### config.mk
export PLATFORM = sky130hd
export DESIGN_NAME = nearest_palette_color_mapper_unit
export DESIGN_NICKNAME = d
export VERILOG_FILES = /design/src/hdl/npcm_pkg.sv /design/src/hdl/npcm_cfg.sv /design/src/hdl/npcm_dist.sv /design/src/hdl/npcm_select.sv /design/src/hdl/nearest_palette_color_mapper_unit.sv
export VERILOG_INCLUDE_DIRS = /design/src /design/src/hdl
export SDC_FILE = /design/constraint.sdc
export NUM_CORES = 2
export LEC_CHECK = 0
export BUFFER_PORTS_ARGS = -buffer_cell sky130_fd_sc_hd__buf_4
export CAP_MARGIN = 20
export CORE_AREA = 2 2 494 496
export CTS_CLUSTER_DIAMETER = 100
export CTS_CLUSTER_SIZE = 10
export DETAILED_ROUTE_END_ITERATION = 6
export DIE_AREA = 0 0 496 498
export SYNTH_ARGS = -nofsm -noshare
export SYNTH_HDL_FRONTEND = slang
export SYNTH_SLANG_ARGS = --single-unit
### constraint.sdc
create_clock -name clk -period 17.36 [get_ports clk]
set_clock_uncertainty 0.2 [all_clocks]
set_input_delay 3.472 -clock clk [delete_from_list [all_inputs] [get_ports clk]]
set_output_delay 3.472 -clock clk [all_outputs]
set_load 0.1 [all_outputs]
### src/hdl/nearest_palette_color_mapper_unit_assert.svh
// ----------------------------------------------------------------------------
// Assertion macros for the nearest palette color mapper
// Clocked on clk, disabled while rst_n is low.
// ----------------------------------------------------------------------------
`ifndef NEAREST_PALETTE_COLOR_MAPPER_UNIT_ASSERT_SVH
`define NEAREST_PALETTE_COLOR_MAPPER_UNIT_ASSERT_SVH

// same-cycle implication
`define NPCM_ASSERT_NOW(label, ante, cons, msg) \
    label: assert property (@(posedge clk) disable iff (!rst_n) (ante) |-> (cons)) \
        else $error(msg);

// next-cycle implication
`define NPCM_ASSERT_NEXT(label, ante, cons, msg) \
    label: assert property (@(posedge clk) disable iff (!rst_n) (ante) |=> (cons)) \
        else $error(msg);

`endif

### src/hdl/npcm_pkg.sv
`timescale 1ns / 1ps
`default_nettype none
// ----------------------------------------------------------------------------
// npcm_pkg
// Shared types, constants and helpers of the nearest palette color mapper.
// ----------------------------------------------------------------------------
package npcm_pkg;

    localparam int MAX_ENTRIES = 8;
    localparam int CH_W        = 8;
    localparam int NUM_CH      = 3;
    localparam int COLOR_W     = 24;
    localparam int SQ_W        = 16;
    localparam int DIST_W      = 18;
    localparam int NUM_W       = 4;
    localparam int IDX_W       = 3;
    localparam int CFG_IDX_W   = 3;
    localparam int CFG_DATA_W  = 56;
    localparam int PAIR_HI_LSB = 32;
    localparam int STAGES      = 5;

    localparam logic [NUM_W-1:0]  NUM_COLORS_RESET = 4'd1;
    localparam logic [DIST_W-1:0] MAX_DIST_RESET   = 18'd100000;

    typedef enum logic [CFG_IDX_W-1:0] {
        REG_NUM_COLORS = 3'd0,
        REG_MAX_DIST   = 3'd1,
        REG_PAIR_0     = 3'd2,
        REG_PAIR_1     = 3'd3,
        REG_PAIR_2     = 3'd4,
        REG_PAIR_3     = 3'd5
    } cfg_reg_t;

    typedef logic [COLOR_W-1:0] color_t;
    typedef logic [DIST_W-1:0]  dist_t;

    typedef struct packed {
        logic [NUM_W-1:0] num_colors;
        dist_t            max_distance;
    } cfg_ctl_t;

    // load enables, one per pipeline stage
    typedef struct packed {
        logic ld_s1;
        logic ld_s2;
        logic ld_s3;
        logic ld_s4;
        logic ld_s5;
    } pipe_ld_t;

    typedef struct packed {
        logic             hit;
        dist_t            sq_sum;
        logic [IDX_W-1:0] idx;
    } cand_t;

    // a is the lower entry: b wins only when strictly closer
    function automatic cand_t pick_closer(cand_t a, cand_t b);
        cand_t r;
        if (b.hit && (!a.hit || (b.sq_sum < a.sq_sum)))
        begin
            r = b;
        end
        else
        begin
            r = a;
        end
        return r;
    endfunction

endpackage
`default_nettype wire

### src/hdl/npcm_cfg.sv
`timescale 1ns / 1ps
`default_nettype none
// ----------------------------------------------------------------------------
// npcm_cfg
// Configuration registers: entry count, distance bound and palette colors.
// ----------------------------------------------------------------------------
module npcm_cfg #(
    parameter int PALETTE_SIZE = npcm_pkg::MAX_ENTRIES
) (
    input  wire logic                             clk,
    input  wire logic                             rst_n,
    input  wire logic                             cfg_valid,
    output logic                                  cfg_ready,
    input  wire logic [npcm_pkg::CFG_IDX_W-1:0]   cfg_index,
    input  wire logic [npcm_pkg::CFG_DATA_W-1:0]  cfg_data,
    output npcm_pkg::cfg_ctl_t                    cfg_ctl,
    output npcm_pkg::color_t                      palette [PALETTE_SIZE]
);
    import npcm_pkg::*;

    logic [NUM_W-1:0] num_colors_reg;
    dist_t            max_dist_reg;
    color_t           pal_reg [PALETTE_SIZE];
    logic             wr;

    assign cfg_ready = 1'b1;
    assign wr        = cfg_valid && cfg_ready;

    always_ff @(posedge clk or negedge rst_n)
    begin
        if (!rst_n)
        begin
            num_colors_reg <= NUM_COLORS_RESET;
            max_dist_reg   <= MAX_DIST_RESET;
        end
        else if (wr)
        begin
            unique case (cfg_index)
                REG_NUM_COLORS: num_colors_reg <= cfg_data[NUM_W-1:0];
                REG_MAX_DIST:   max_dist_reg   <= cfg_data[DIST_W-1:0];
                default:        ;
            endcase
        end
    end

    // each pair register feeds two entries; entries past the palette are dropped
    always_ff @(posedge clk or negedge rst_n)
    begin
        if (!rst_n)
        begin
            for (int e = 0; e < PALETTE_SIZE; e++)
            begin
                pal_reg[e] <= '0;
            end
        end
        else if (wr)
        begin
            for (int e = 0; e < PALETTE_SIZE; e++)
            begin
                if (cfg_index == CFG_IDX_W'(int'(REG_PAIR_0) + (e >> 1)))
                begin
                    pal_reg[e] <= cfg_data[(e & 1) * PAIR_HI_LSB +: COLOR_W];
                end
            end
        end
    end

    assign cfg_ctl.num_colors   = num_colors_reg;
    assign cfg_ctl.max_distance = max_dist_reg;
    assign palette              = pal_reg;

endmodule
`default_nettype wire

### src/hdl/npcm_dist.sv
`timescale 1ns / 1ps
`default_nettype none
// ----------------------------------------------------------------------------
// npcm_dist
// Per-entry distance lanes: absolute difference, square, sum and bound check.
// ----------------------------------------------------------------------------
module npcm_dist #(
    parameter int PALETTE_SIZE = npcm_pkg::MAX_ENTRIES
) (
    input  wire logic                 clk,
    input  wire npcm_pkg::pipe_ld_t   ld,
    input  wire npcm_pkg::cfg_ctl_t   cfg_ctl,
    input  wire npcm_pkg::color_t     palette [PALETTE_SIZE],
    input  wire npcm_pkg::color_t     pixel_in,
    output npcm_pkg::color_t          pixel_s3,
    output logic [PALETTE_SIZE-1:0]   hit_s3,
    output npcm_pkg::dist_t           dist_s3 [PALETTE_SIZE]
);
    import npcm_pkg::*;

    color_t                         pix1_reg;
    color_t                         pix2_reg;
    color_t                         pix3_reg;
    logic [NUM_CH-1:0][CH_W-1:0]    diff1_reg [PALETTE_SIZE];
    logic [NUM_CH-1:0][SQ_W-1:0]    sq2_reg   [PALETTE_SIZE];
    logic [PALETTE_SIZE-1:0]        hit3_reg;
    dist_t                          dist3_reg [PALETTE_SIZE];

    logic [NUM_CH-1:0][CH_W-1:0]    diff1_next [PALETTE_SIZE];
    dist_t                          sum_next   [PALETTE_SIZE];

    always_comb
    begin
        for (int e = 0; e < PALETTE_SIZE; e++)
        begin
            for (int c = 0; c < NUM_CH; c++)
            begin
                if (pixel_in[c*CH_W +: CH_W] >= palette[e][c*CH_W +: CH_W])
                begin
                    diff1_next[e][c] = pixel_in[c*CH_W +: CH_W] - palette[e][c*CH_W +: CH_W];
                end
                else
                begin
                    diff1_next[e][c] = palette[e][c*CH_W +: CH_W] - pixel_in[c*CH_W +: CH_W];
                end
            end
            sum_next[e] = DIST_W'(sq2_reg[e][0]) + DIST_W'(sq2_reg[e][1])
                        + DIST_W'(sq2_reg[e][2]);
        end
    end

    always_ff @(posedge clk)
    begin
        if (ld.ld_s1)
        begin
            pix1_reg  <= pixel_in;
            diff1_reg <= diff1_next;
        end
        if (ld.ld_s2)
        begin
            pix2_reg <= pix1_reg;
            for (int e = 0; e < PALETTE_SIZE; e++)
            begin
                for (int c = 0; c < NUM_CH; c++)
                begin
                    sq2_reg[e][c] <= SQ_W'(diff1_reg[e][c] * diff1_reg[e][c]);
                end
            end
        end
        if (ld.ld_s3)
        begin
            pix3_reg  <= pix2_reg;
            dist3_reg <= sum_next;
            // an entry counts only when active and strictly inside the bound
            for (int e = 0; e < PALETTE_SIZE; e++)
            begin
                hit3_reg[e] <= (NUM_W'(e) < cfg_ctl.num_colors)
                            && (sum_next[e] < cfg_ctl.max_distance);
            end
        end
    end

    assign pixel_s3 = pix3_reg;
    assign hit_s3   = hit3_reg;
    assign dist_s3  = dist3_reg;

endmodule
`default_nettype wire

### src/hdl/npcm_select.sv
`timescale 1ns / 1ps
`default_nettype none
// ----------------------------------------------------------------------------
// npcm_select
// Two-stage reduction tree picking the closest matching entry, lowest on ties,
// and the output register.
// ----------------------------------------------------------------------------
module npcm_select #(
    parameter int PALETTE_SIZE = npcm_pkg::MAX_ENTRIES
) (
    input  wire logic                          clk,
    input  wire npcm_pkg::pipe_ld_t            ld,
    input  wire npcm_pkg::color_t              palette [PALETTE_SIZE],
    input  wire npcm_pkg::color_t              pixel_s3,
    input  wire logic [PALETTE_SIZE-1:0]       hit_s3,
    input  wire npcm_pkg::dist_t               dist_s3 [PALETTE_SIZE],
    output npcm_pkg::color_t                   out_color,
    output logic                               matched,
    output logic [npcm_pkg::IDX_W-1:0]         palette_index
);
    import npcm_pkg::*;

    localparam int HALF    = MAX_ENTRIES / 2;
    localparam int QUARTER = MAX_ENTRIES / 4;

    cand_t   leaf      [MAX_ENTRIES];
    color_t  pal_full  [MAX_ENTRIES];
    cand_t   pair4_reg [HALF];
    color_t  pix4_reg;
    cand_t   quad      [QUARTER];
    cand_t   best;
    color_t  color5_reg;
    logic    hit5_reg;
    logic [IDX_W-1:0] idx5_reg;

    // pad unused lanes with entries that never match
    generate
        for (genvar e = 0; e < MAX_ENTRIES; e++)
        begin : g_leaf
            if (e < PALETTE_SIZE)
            begin : g_used
                assign leaf[e]     = '{hit: hit_s3[e], sq_sum: dist_s3[e], idx: IDX_W'(e)};
                assign pal_full[e] = palette[e];
            end
            else
            begin : g_pad
                assign leaf[e]     = '{hit: 1'b0, sq_sum: '0, idx: IDX_W'(e)};
                assign pal_full[e] = '0;
            end
        end
    endgenerate

    always_ff @(posedge clk)
    begin
        if (ld.ld_s4)
        begin
            pix4_reg <= pixel_s3;
            for (int j = 0; j < HALF; j++)
            begin
                pair4_reg[j] <= pick_closer(leaf[2*j], leaf[2*j+1]);
            end
        end
    end

    always_comb
    begin
        for (int j = 0; j < QUARTER; j++)
        begin
            quad[j] = pick_closer(pair4_reg[2*j], pair4_reg[2*j+1]);
        end
        best = pick_closer(quad[0], quad[1]);
    end

    always_ff @(posedge clk)
    begin
        if (ld.ld_s5)
        begin
            hit5_reg   <= best.hit;
            idx5_reg   <= best.hit ? best.idx : '0;
            color5_reg <= best.hit ? pal_full[best.idx] : pix4_reg;
        end
    end

    assign out_color     = color5_reg;
    assign matched       = hit5_reg;
    assign palette_index = idx5_reg;

endmodule
`default_nettype wire

### src/hdl/nearest_palette_color_mapper_unit.sv
`timescale 1ns / 1ps
`default_nettype none
// ----------------------------------------------------------------------------
// nearest_palette_color_mapper_unit
// Maps RGB888 pixels to the nearest of up to eight palette colors.
// ----------------------------------------------------------------------------
// Takes one pixel per clock and passes it through five registered stages:
// three stages form the squared RGB distance to every palette entry in
// parallel lanes (difference, square, sum with bound check), two stages
// reduce them in a compare tree and register the output. Throughput is
// one pixel per clock; bubbles collapse, so the block keeps taking pixels
// until all five stages hold data and the output is stalled. The closest
// entry strictly below max_distance wins, the lower index on ties; with no
// match the pixel passes through with matched low and index zero. Write the
// configuration registers only while no pixel is in flight.
// ----------------------------------------------------------------------------
module nearest_palette_color_mapper_unit #(
    parameter int PALETTE_SIZE = npcm_pkg::MAX_ENTRIES
) (
    input  wire logic                             clk,
    input  wire logic                             rst_n,
    input  wire logic                             in_valid,
    output logic                                  in_stall,
    input  wire logic [npcm_pkg::COLOR_W-1:0]     pixel_color,
    output logic                                  out_valid,
    input  wire logic                             out_stall,
    output logic [npcm_pkg::COLOR_W-1:0]          out_color,
    output logic                                  matched,
    output logic [npcm_pkg::IDX_W-1:0]            palette_index,
    input  wire logic                             cfg_valid,
    output logic                                  cfg_ready,
    input  wire logic [npcm_pkg::CFG_IDX_W-1:0]   cfg_index,
    input  wire logic [npcm_pkg::CFG_DATA_W-1:0]  cfg_data
);
    import npcm_pkg::*;

    `include "nearest_palette_color_mapper_unit_assert.svh"

    logic [STAGES-1:0] v_reg;
    logic [STAGES-1:0] v_next;
    logic [STAGES-1:0] en;
    pipe_ld_t          ld;
    cfg_ctl_t          cfg_ctl;
    color_t            palette [PALETTE_SIZE];
    color_t            pixel_s3;
    logic [PALETTE_SIZE-1:0] hit_s3;
    dist_t             dist_s3 [PALETTE_SIZE];

    // a stage advances when empty or when the stage after it advances
    always_comb
    begin
        en[STAGES-1] = !v_reg[STAGES-1] || !out_stall;
        for (int k = STAGES - 2; k >= 0; k--)
        begin
            en[k] = !v_reg[k] || en[k+1];
        end
        v_next = v_reg;
        if (en[0])
        begin
            v_next[0] = in_valid;
        end
        for (int k = 1; k < STAGES; k++)
        begin
            if (en[k])
            begin
                v_next[k] = v_reg[k-1];
            end
        end
    end

    always_ff @(posedge clk or negedge rst_n)
    begin
        if (!rst_n)
        begin
            v_reg <= '0;
        end
        else
        begin
            v_reg <= v_next;
        end
    end

    assign ld.ld_s1 = en[0];
    assign ld.ld_s2 = en[1];
    assign ld.ld_s3 = en[2];
    assign ld.ld_s4 = en[3];
    assign ld.ld_s5 = en[4];

    assign in_stall  = !en[0];
    assign out_valid = v_reg[STAGES-1];

    npcm_cfg #(
        .PALETTE_SIZE (PALETTE_SIZE)
    ) u_cfg (
        .clk       (clk),
        .rst_n     (rst_n),
        .cfg_valid (cfg_valid),
        .cfg_ready (cfg_ready),
        .cfg_index (cfg_index),
        .cfg_data  (cfg_data),
        .cfg_ctl   (cfg_ctl),
        .palette   (palette)
    );

    npcm_dist #(
        .PALETTE_SIZE (PALETTE_SIZE)
    ) u_dist (
        .clk      (clk),
        .ld       (ld),
        .cfg_ctl  (cfg_ctl),
        .palette  (palette),
        .pixel_in (pixel_color),
        .pixel_s3 (pixel_s3),
        .hit_s3   (hit_s3),
        .dist_s3  (dist_s3)
    );

    npcm_select #(
        .PALETTE_SIZE (PALETTE_SIZE)
    ) u_select (
        .clk           (clk),
        .ld            (ld),
        .palette       (palette),
        .pixel_s3      (pixel_s3),
        .hit_s3        (hit_s3),
        .dist_s3       (dist_s3),
        .out_color     (out_color),
        .matched       (matched),
        .palette_index (palette_index)
    );

    // back-pressure on the input only ever comes from a full, stalled pipeline
    `NPCM_ASSERT_NOW(a_stall_source, in_stall, out_valid && out_stall && (&v_reg), "input stalled while pipeline has room")
    `NPCM_ASSERT_NOW(a_index_active, out_valid && matched, NUM_W'(palette_index) < cfg_ctl.num_colors, "match on inactive entry")
    `NPCM_ASSERT_NOW(a_zero_bound, out_valid && matched, cfg_ctl.max_distance != '0, "match with zero distance bound")

endmodule
`default_nettype wire
=== Yosys cells after proc, flatten, opt, wreduce, memory -nomap -nowiden ===
Memories as Yosys holds them, arrays and structs flattened.
Index checks and enable logic that the tools add are counted.

* Memories: 2
* Flip-flop bits (word level): 687
* Word-level logic and storage cells: 290
* Memory bits (writable): 472
* Output and inout port bits: 31
* Input bits: 88

{| class="wikitable"
|+ Memories
! memory !! depth !! bits a word !! rd ports !! clocked after Yosys merged registers in !! write ports !! RTL line !! text
|-
| u_dist.sq2_reg || 8 || 48 || 8 || 0 || 8 || npcm_dist.sv:25 || <nowiki>logic [NUM_CH-1:0][SQ_W-1:0] sq2_reg [PALETTE_SIZE];</nowiki>
|-
| u_select.pair4_reg || 4 || 22 || 4 || 0 || 4 || npcm_select.sv:28 || <nowiki>cand_t pair4_reg [HALF];</nowiki>
|}

* Muxes and demuxes: 43
* Reductions and logical operators: 48
* Bitwise gates (word level): 1
* $add $sub $neg: 64
* Multipliers: 24
* $lt $le $gt $ge: 48
* Eq/ne operators: 5

{| class="wikitable"
|+ Operators with widths
! operator !! number
|-
| $mul 8x8->16 || 24
|-
| $sub 8x8->8 || 48
|-
| $lt 18x18->1 || 15
|-
| $mux 22 || 11
|-
| $ge 8x8->1 || 24
|-
| $mux 8 || 24
|-
| $add 18x16->18 || 8
|-
| $add 16x16->17 || 8
|-
| $bmux 24 s3 || 1
|-
| $mux 24 || 3
|-
| $lt 3x4->1 const A || 4
|-
| $logic_and 1x1->1 || 15
|-
| $logic_not 1->1 || 14
|-
| $logic_or 1x1->1 || 12
|-
| $reduce_and 2->1 || 6
|-
| $lt 1x4->1 const A || 2
|-
| $lt 2x4->1 const A || 2
|-
| $eq 3x2->1 const B || 2
|-
| $eq 3x3->1 const B || 2
|-
| $ge 4x4->1 const B || 1
|-
| $mux 1 || 4
|-
| $not 3->4 || 1
|-
| $eq 3x1->1 const B || 1
|-
| $logic_not 3->1 || 1
|}

=== Longest topological paths before layout ===
An unclocked memory read counts as a cell.

* Depth in word-level cells: 14
* Mapped depth: 26
* Mapped depth without buffers: 26

=== Cells and area by module ===
Synthesis repeated with hierarchy kept, for this count alone.

* Cell total of the unflattened synthesis: 9805
* Area total of the unflattened synthesis: 105706.4 µm²

{| class="wikitable"
|+ By module, submodules not included
! module !! area an instance (µm²) !! cells each !! times used !! seq. area each (µm²)
|-
| npcm_dist || 87131.1 || 8414 || 1 || 23302.3
|-
| npcm_select || 10351.2 || 915 || 1 || 3963.8
|-
| npcm_cfg || 8013.9 || 458 || 1 || 5363.9
|-
| nearest_palette_color_mapper_unit || 210.2 || 18 || 1 || 125.1
|}

=== Least setup slack after synthesis ===
No wires, ideal clock.

* Kind: input to output
* Start: input out_stall
* End: output in_stall
* Required time: 13.688 ns
* Path buffers: 0
* Stages: 3
* Setup slack: 0.159 ns
* Arrival time: 13.529 ns
* Path through: and3_1 nand4_1 inv_1

* Longest elaborated chain between the ends: 7

{| class="wikitable"
|+ Ends and longest elaborated chain
! element !! RTL line !! text
|-
| from (decl) || nearest_palette_color_mapper_unit.sv:26 || <nowiki>input wire logic out_stall,</nowiki>
|-
| $logic_not 1->1 || nearest_palette_color_mapper_unit.sv:52 || <nowiki>en[STAGES-1] = !v_reg[STAGES-1] || !out_stall;</nowiki>
|-
| $logic_or 1x1->1 || nearest_palette_color_mapper_unit.sv:52 ||
|-
| $logic_or 1x1->1 (4 in series) || nearest_palette_color_mapper_unit.sv:55 || <nowiki>en[k] = !v_reg[k] || en[k+1];</nowiki>
|-
| $logic_not 1->1 || nearest_palette_color_mapper_unit.sv:89 || <nowiki>assign in_stall = !en[0];</nowiki>
|-
| to (decl) || nearest_palette_color_mapper_unit.sv:23 || <nowiki>output logic in_stall,</nowiki>
|}

No other way between the ends.

=== Final worst setup path ===
Ends and elaborated chain as after synthesis.

==> impl_metrics.csv <==
group,metric,value,unit
run_status,status,"completed",
floorplanning,row_count,181,
grt,grt_pass1_vias,73300,
cts,post_cts_resized,0,
finish,fin_nets,12400,
critical_path,r2r_end,"u_select.out_color[14]",
placed_design,numPortBuffers,109,
logic_synthesis,yosys_warnings,0,
detailed_routing,wl_met3,15.0,mm
cts,hold_buffers,0,
detailed_routing,drt_wl_total,287,mm
finish,multi_input_area,64500,sq um
sta,final.setup.worst_slack,8.97,ns
sta,fmax,119,MHz
floorplanning,die_w,496,um
logic_synthesis,synth-simple-area-share,9.75,%
cts,cts_buffer_depth,3,
placed_design,preCtsSetupSlack,8.87,ns
placed_design,dpl.hpwl,228,mm
cts,cts_buffers,134,
logic_synthesis,synth_xor_area_share,6.30,%
floorplanning,die_area,247000,sq um
cts,clkTransAtPathRegs,0.06,ns
floorplanning,core,242000,sq um
worst_hold_path,min_from,"u_dist.pixel_s3[9]",
detailed_routing,detail_route.drc_violations,0,
detailed_routing,wl_met2,134,mm
finish,largest_register_ffs,360,
sta,drv_slew,0,
sta,fin_crit,8.39,ns
critical_path,startpoint_type,"primary input",
detailed_routing,vias,71900,
detailed_routing,vias_per_cell,5.37,
finish,final.fill_count,22400,
grt,grt_max_degree,162,
logic_synthesis,ys_ff_latch,1127,
logic_synthesis,muxShareOfSynthArea,4.23,%
floorplanning,start_util,42.8,%
critical_path,rr_startpoint,"u_select.pair4_reg[3][20]",
placed_design,gp_congestion,0.905,
cts,htreeDepth,4,
sta,hold_viol,0,
critical_path,cp.required,13.69,ns
critical_path,critPathMaxFanout,4,
flow_run,drv_cap,0,
logic_synthesis,synth-compound-area-share,10.3,%
critical_path,r2r_setup_slack,10.43,ns
critical_path,end_kind,"primary output",
logic_synthesis,syn_inst,9945,
finish,fin_cells,13400,
sta,relSlewSlack,18.0,%
logic_synthesis,synth_cell_types,79,
cts,postCtsSetupBuffers,0,
grt,grt_pass1_wl,436,mm
sta,setup_tns,0,ns
worst_hold_path,whs_endpoint,"u_select.pix4_reg[9]",
cts,cts_tree,"done",
placed_design,dp_cells,13100,
worst_hold_path,hp-class,"flip-flop to flip-flop",
logic_synthesis,synth_adder_area_share,31.6,%
floorplanning,ioPinCount,119,
finish,final-seq-area,32800,sq um
cts,cts-root-buf,"clkbuf_16",
finish,finalCoreUtilization,46.4,%
sta,tightestPinTransition,1.23,ns
logic_synthesis,avgSynthCellArea,10.4,sq um
detailed_routing,dr.pass1.iters,6,
finish,area_growth,8.39,%
detailed_routing,wl_per_cell,21.5,um
logic_synthesis,syn_area,103000,sq um
critical_path,worstRegToRegCells,19,
finish,drive_gt1_share,6.37,%
logic_synthesis,ys_async_sr_fraction,19.4,%
detailed_routing,drt-met1-wl,125,mm
critical_path,arrival,4.72,ns
floorplanning,die_h,498,um
logic_synthesis,ys.flop_type,"edfxtp_1",
critical_path,critPathKind,"primary input to primary output",
detailed_routing,drtIter0Drc,5257,
cts,worstSkewPairLatency,0.81,ns
sta,finalSetupViolations,0,
grt,grt_overflow,0,
cts,cts_sinks,1127,
detailed_routing,top_layer,"met4",
grt,track_usage,23.3,%
grt,antenna_found_initial,14,
logic_synthesis,ys_seq_area_share,31.7,%
detailed_routing,ant_nets,0,
sta,rsz0062_at_grt,"false",
logic_synthesis,synth_top_family_by_area,"adder cells",
logic_synthesis,synth_edf_count,908,
worst_hold_path,min_path_cells,0,
sta,fin_crit_sh,48.4,%
cells in the mapped netlist, types with 10 or more instances:
library cell	number	share of area, %
a2111oi_0	25	0.21
a211o_1	16	0.14
a211oi_1	92	0.67
a21bo_2	18	0.17
a21boi_0	25	0.18
a21o_1	110	0.80
a21oi_1	456	2.2
a22oi_1	47	0.34
a31o_2	21	0.18
a31oi_1	44	0.27
and2_1	351	2.1
and3_1	75	0.45
buf_1	12	0.044
buf_2	32	0.15
clkbuf_1	117	0.42
dfrtp_1	212	5.1
edfxtp_1	908	26
fa_1	656	13
ha_1	1562	19
inv_1	1506	5.5
mux2_2	205	2.2
mux2i_1	189	1.8
nand2_1	805	2.9
nand2b_1	65	0.39
nand3_1	93	0.45
nand4_1	17	0.10
nor2_1	343	1.2
nor2b_1	183	1.1
nor3_1	120	0.58
o211ai_1	30	0.22
o21a_1	93	0.67
o21ai_0	396	1.9
o21ai_2	20	0.17
o21bai_1	183	1.3
o31ai_1	16	0.12
o41a_1	10	0.11
o41ai_1	19	0.16
or2_2	13	0.079
or3_1	21	0.13
xnor2_1	545	4.6
xor2_1	199	1.7
per-layer routing:
layer / track usage [%] / vias to the layer above
met5: 0 / -
met2: 38.2 / 1727
li1: - / 34000
met3: 2.90 / 454
met1: 30.9 / 35700
met4: 9.78 / 0
how the worst max path moves through the flow:
stage	from	end	slack, ns	cells past startpoint
2_1_floorplan	out_stall	in_stall	0.16	3
3_3_place_gp	out_stall	in_stall	8.88	5
3_5_place_dp	out_stall	in_stall	8.87	5
4_1_cts	out_stall	in_stall	8.86	5
5_1_grt	out_stall	in_stall	8.86	5
6_report	out_stall	in_stall	8.97	5
final cells by class:
class / count / share of cell area, %
Antenna cell: 6 / 0.0134
Inverter: 1506 / 5.04
Multi-Input combinational cell: 7151 / 57.5
Timing Repair Buffer: 161 / 1.15
Tap cell: 3202 / 3.57
Clock buffer: 209 / 3.37
Clock inverter: 16 / 0.141
Sequential cell: 1127 / 29.2
per-stage QoR:
stage / area [sq um] / hold slack [ns]
finish: 112000 / 0.213
global route: 112000 / 0.219
CTS: 112000 / 0.214
detailed placement: 108000 / 0.205
global placement: 108000 / 0.200
floorplan: 103000 / 0.200
kinds of logic after synthesis:
group | after synthesis
xor+xnor | 744
other cells | 2
compound gates | 1667
flops | 1127
buf+inv | 1672
mux | 406
fa+ha+maj | 2218
simple gates | 2109
cell usage in the layout (no fill, tap or decap), drive strengths merged, types with 23 or more instances in the layout:
master   count
clkbuf     209
nor2b      183
a31oi       44
a2111oi     30
o21bai     183
a21boi      25
a21o       110
xnor2      545
nor3       120
nand2      805
mux2i      190
o211ai      30
mux2       216
a211oi      92
ha        1562
nand2b      65
inv       1513
xor2       199
edfxtp     908
and3        76
nor2       343
buf        161
o21a        93
and2       352
dfrtp      212
nand3       93
fa         656
o21ai      419
o41ai       23
a21oi      459
a22oi       47
worst max-delay path, cell delays in order:
cell	delay [ns]
buf_4	0.09
and3_1	0.34
nand4_1	0.38
inv_1	0.14
buf_4	0.30
Power is not shown: default switching activity piles up to over one toggle a cycle in this logic, so the estimate is an artifact.
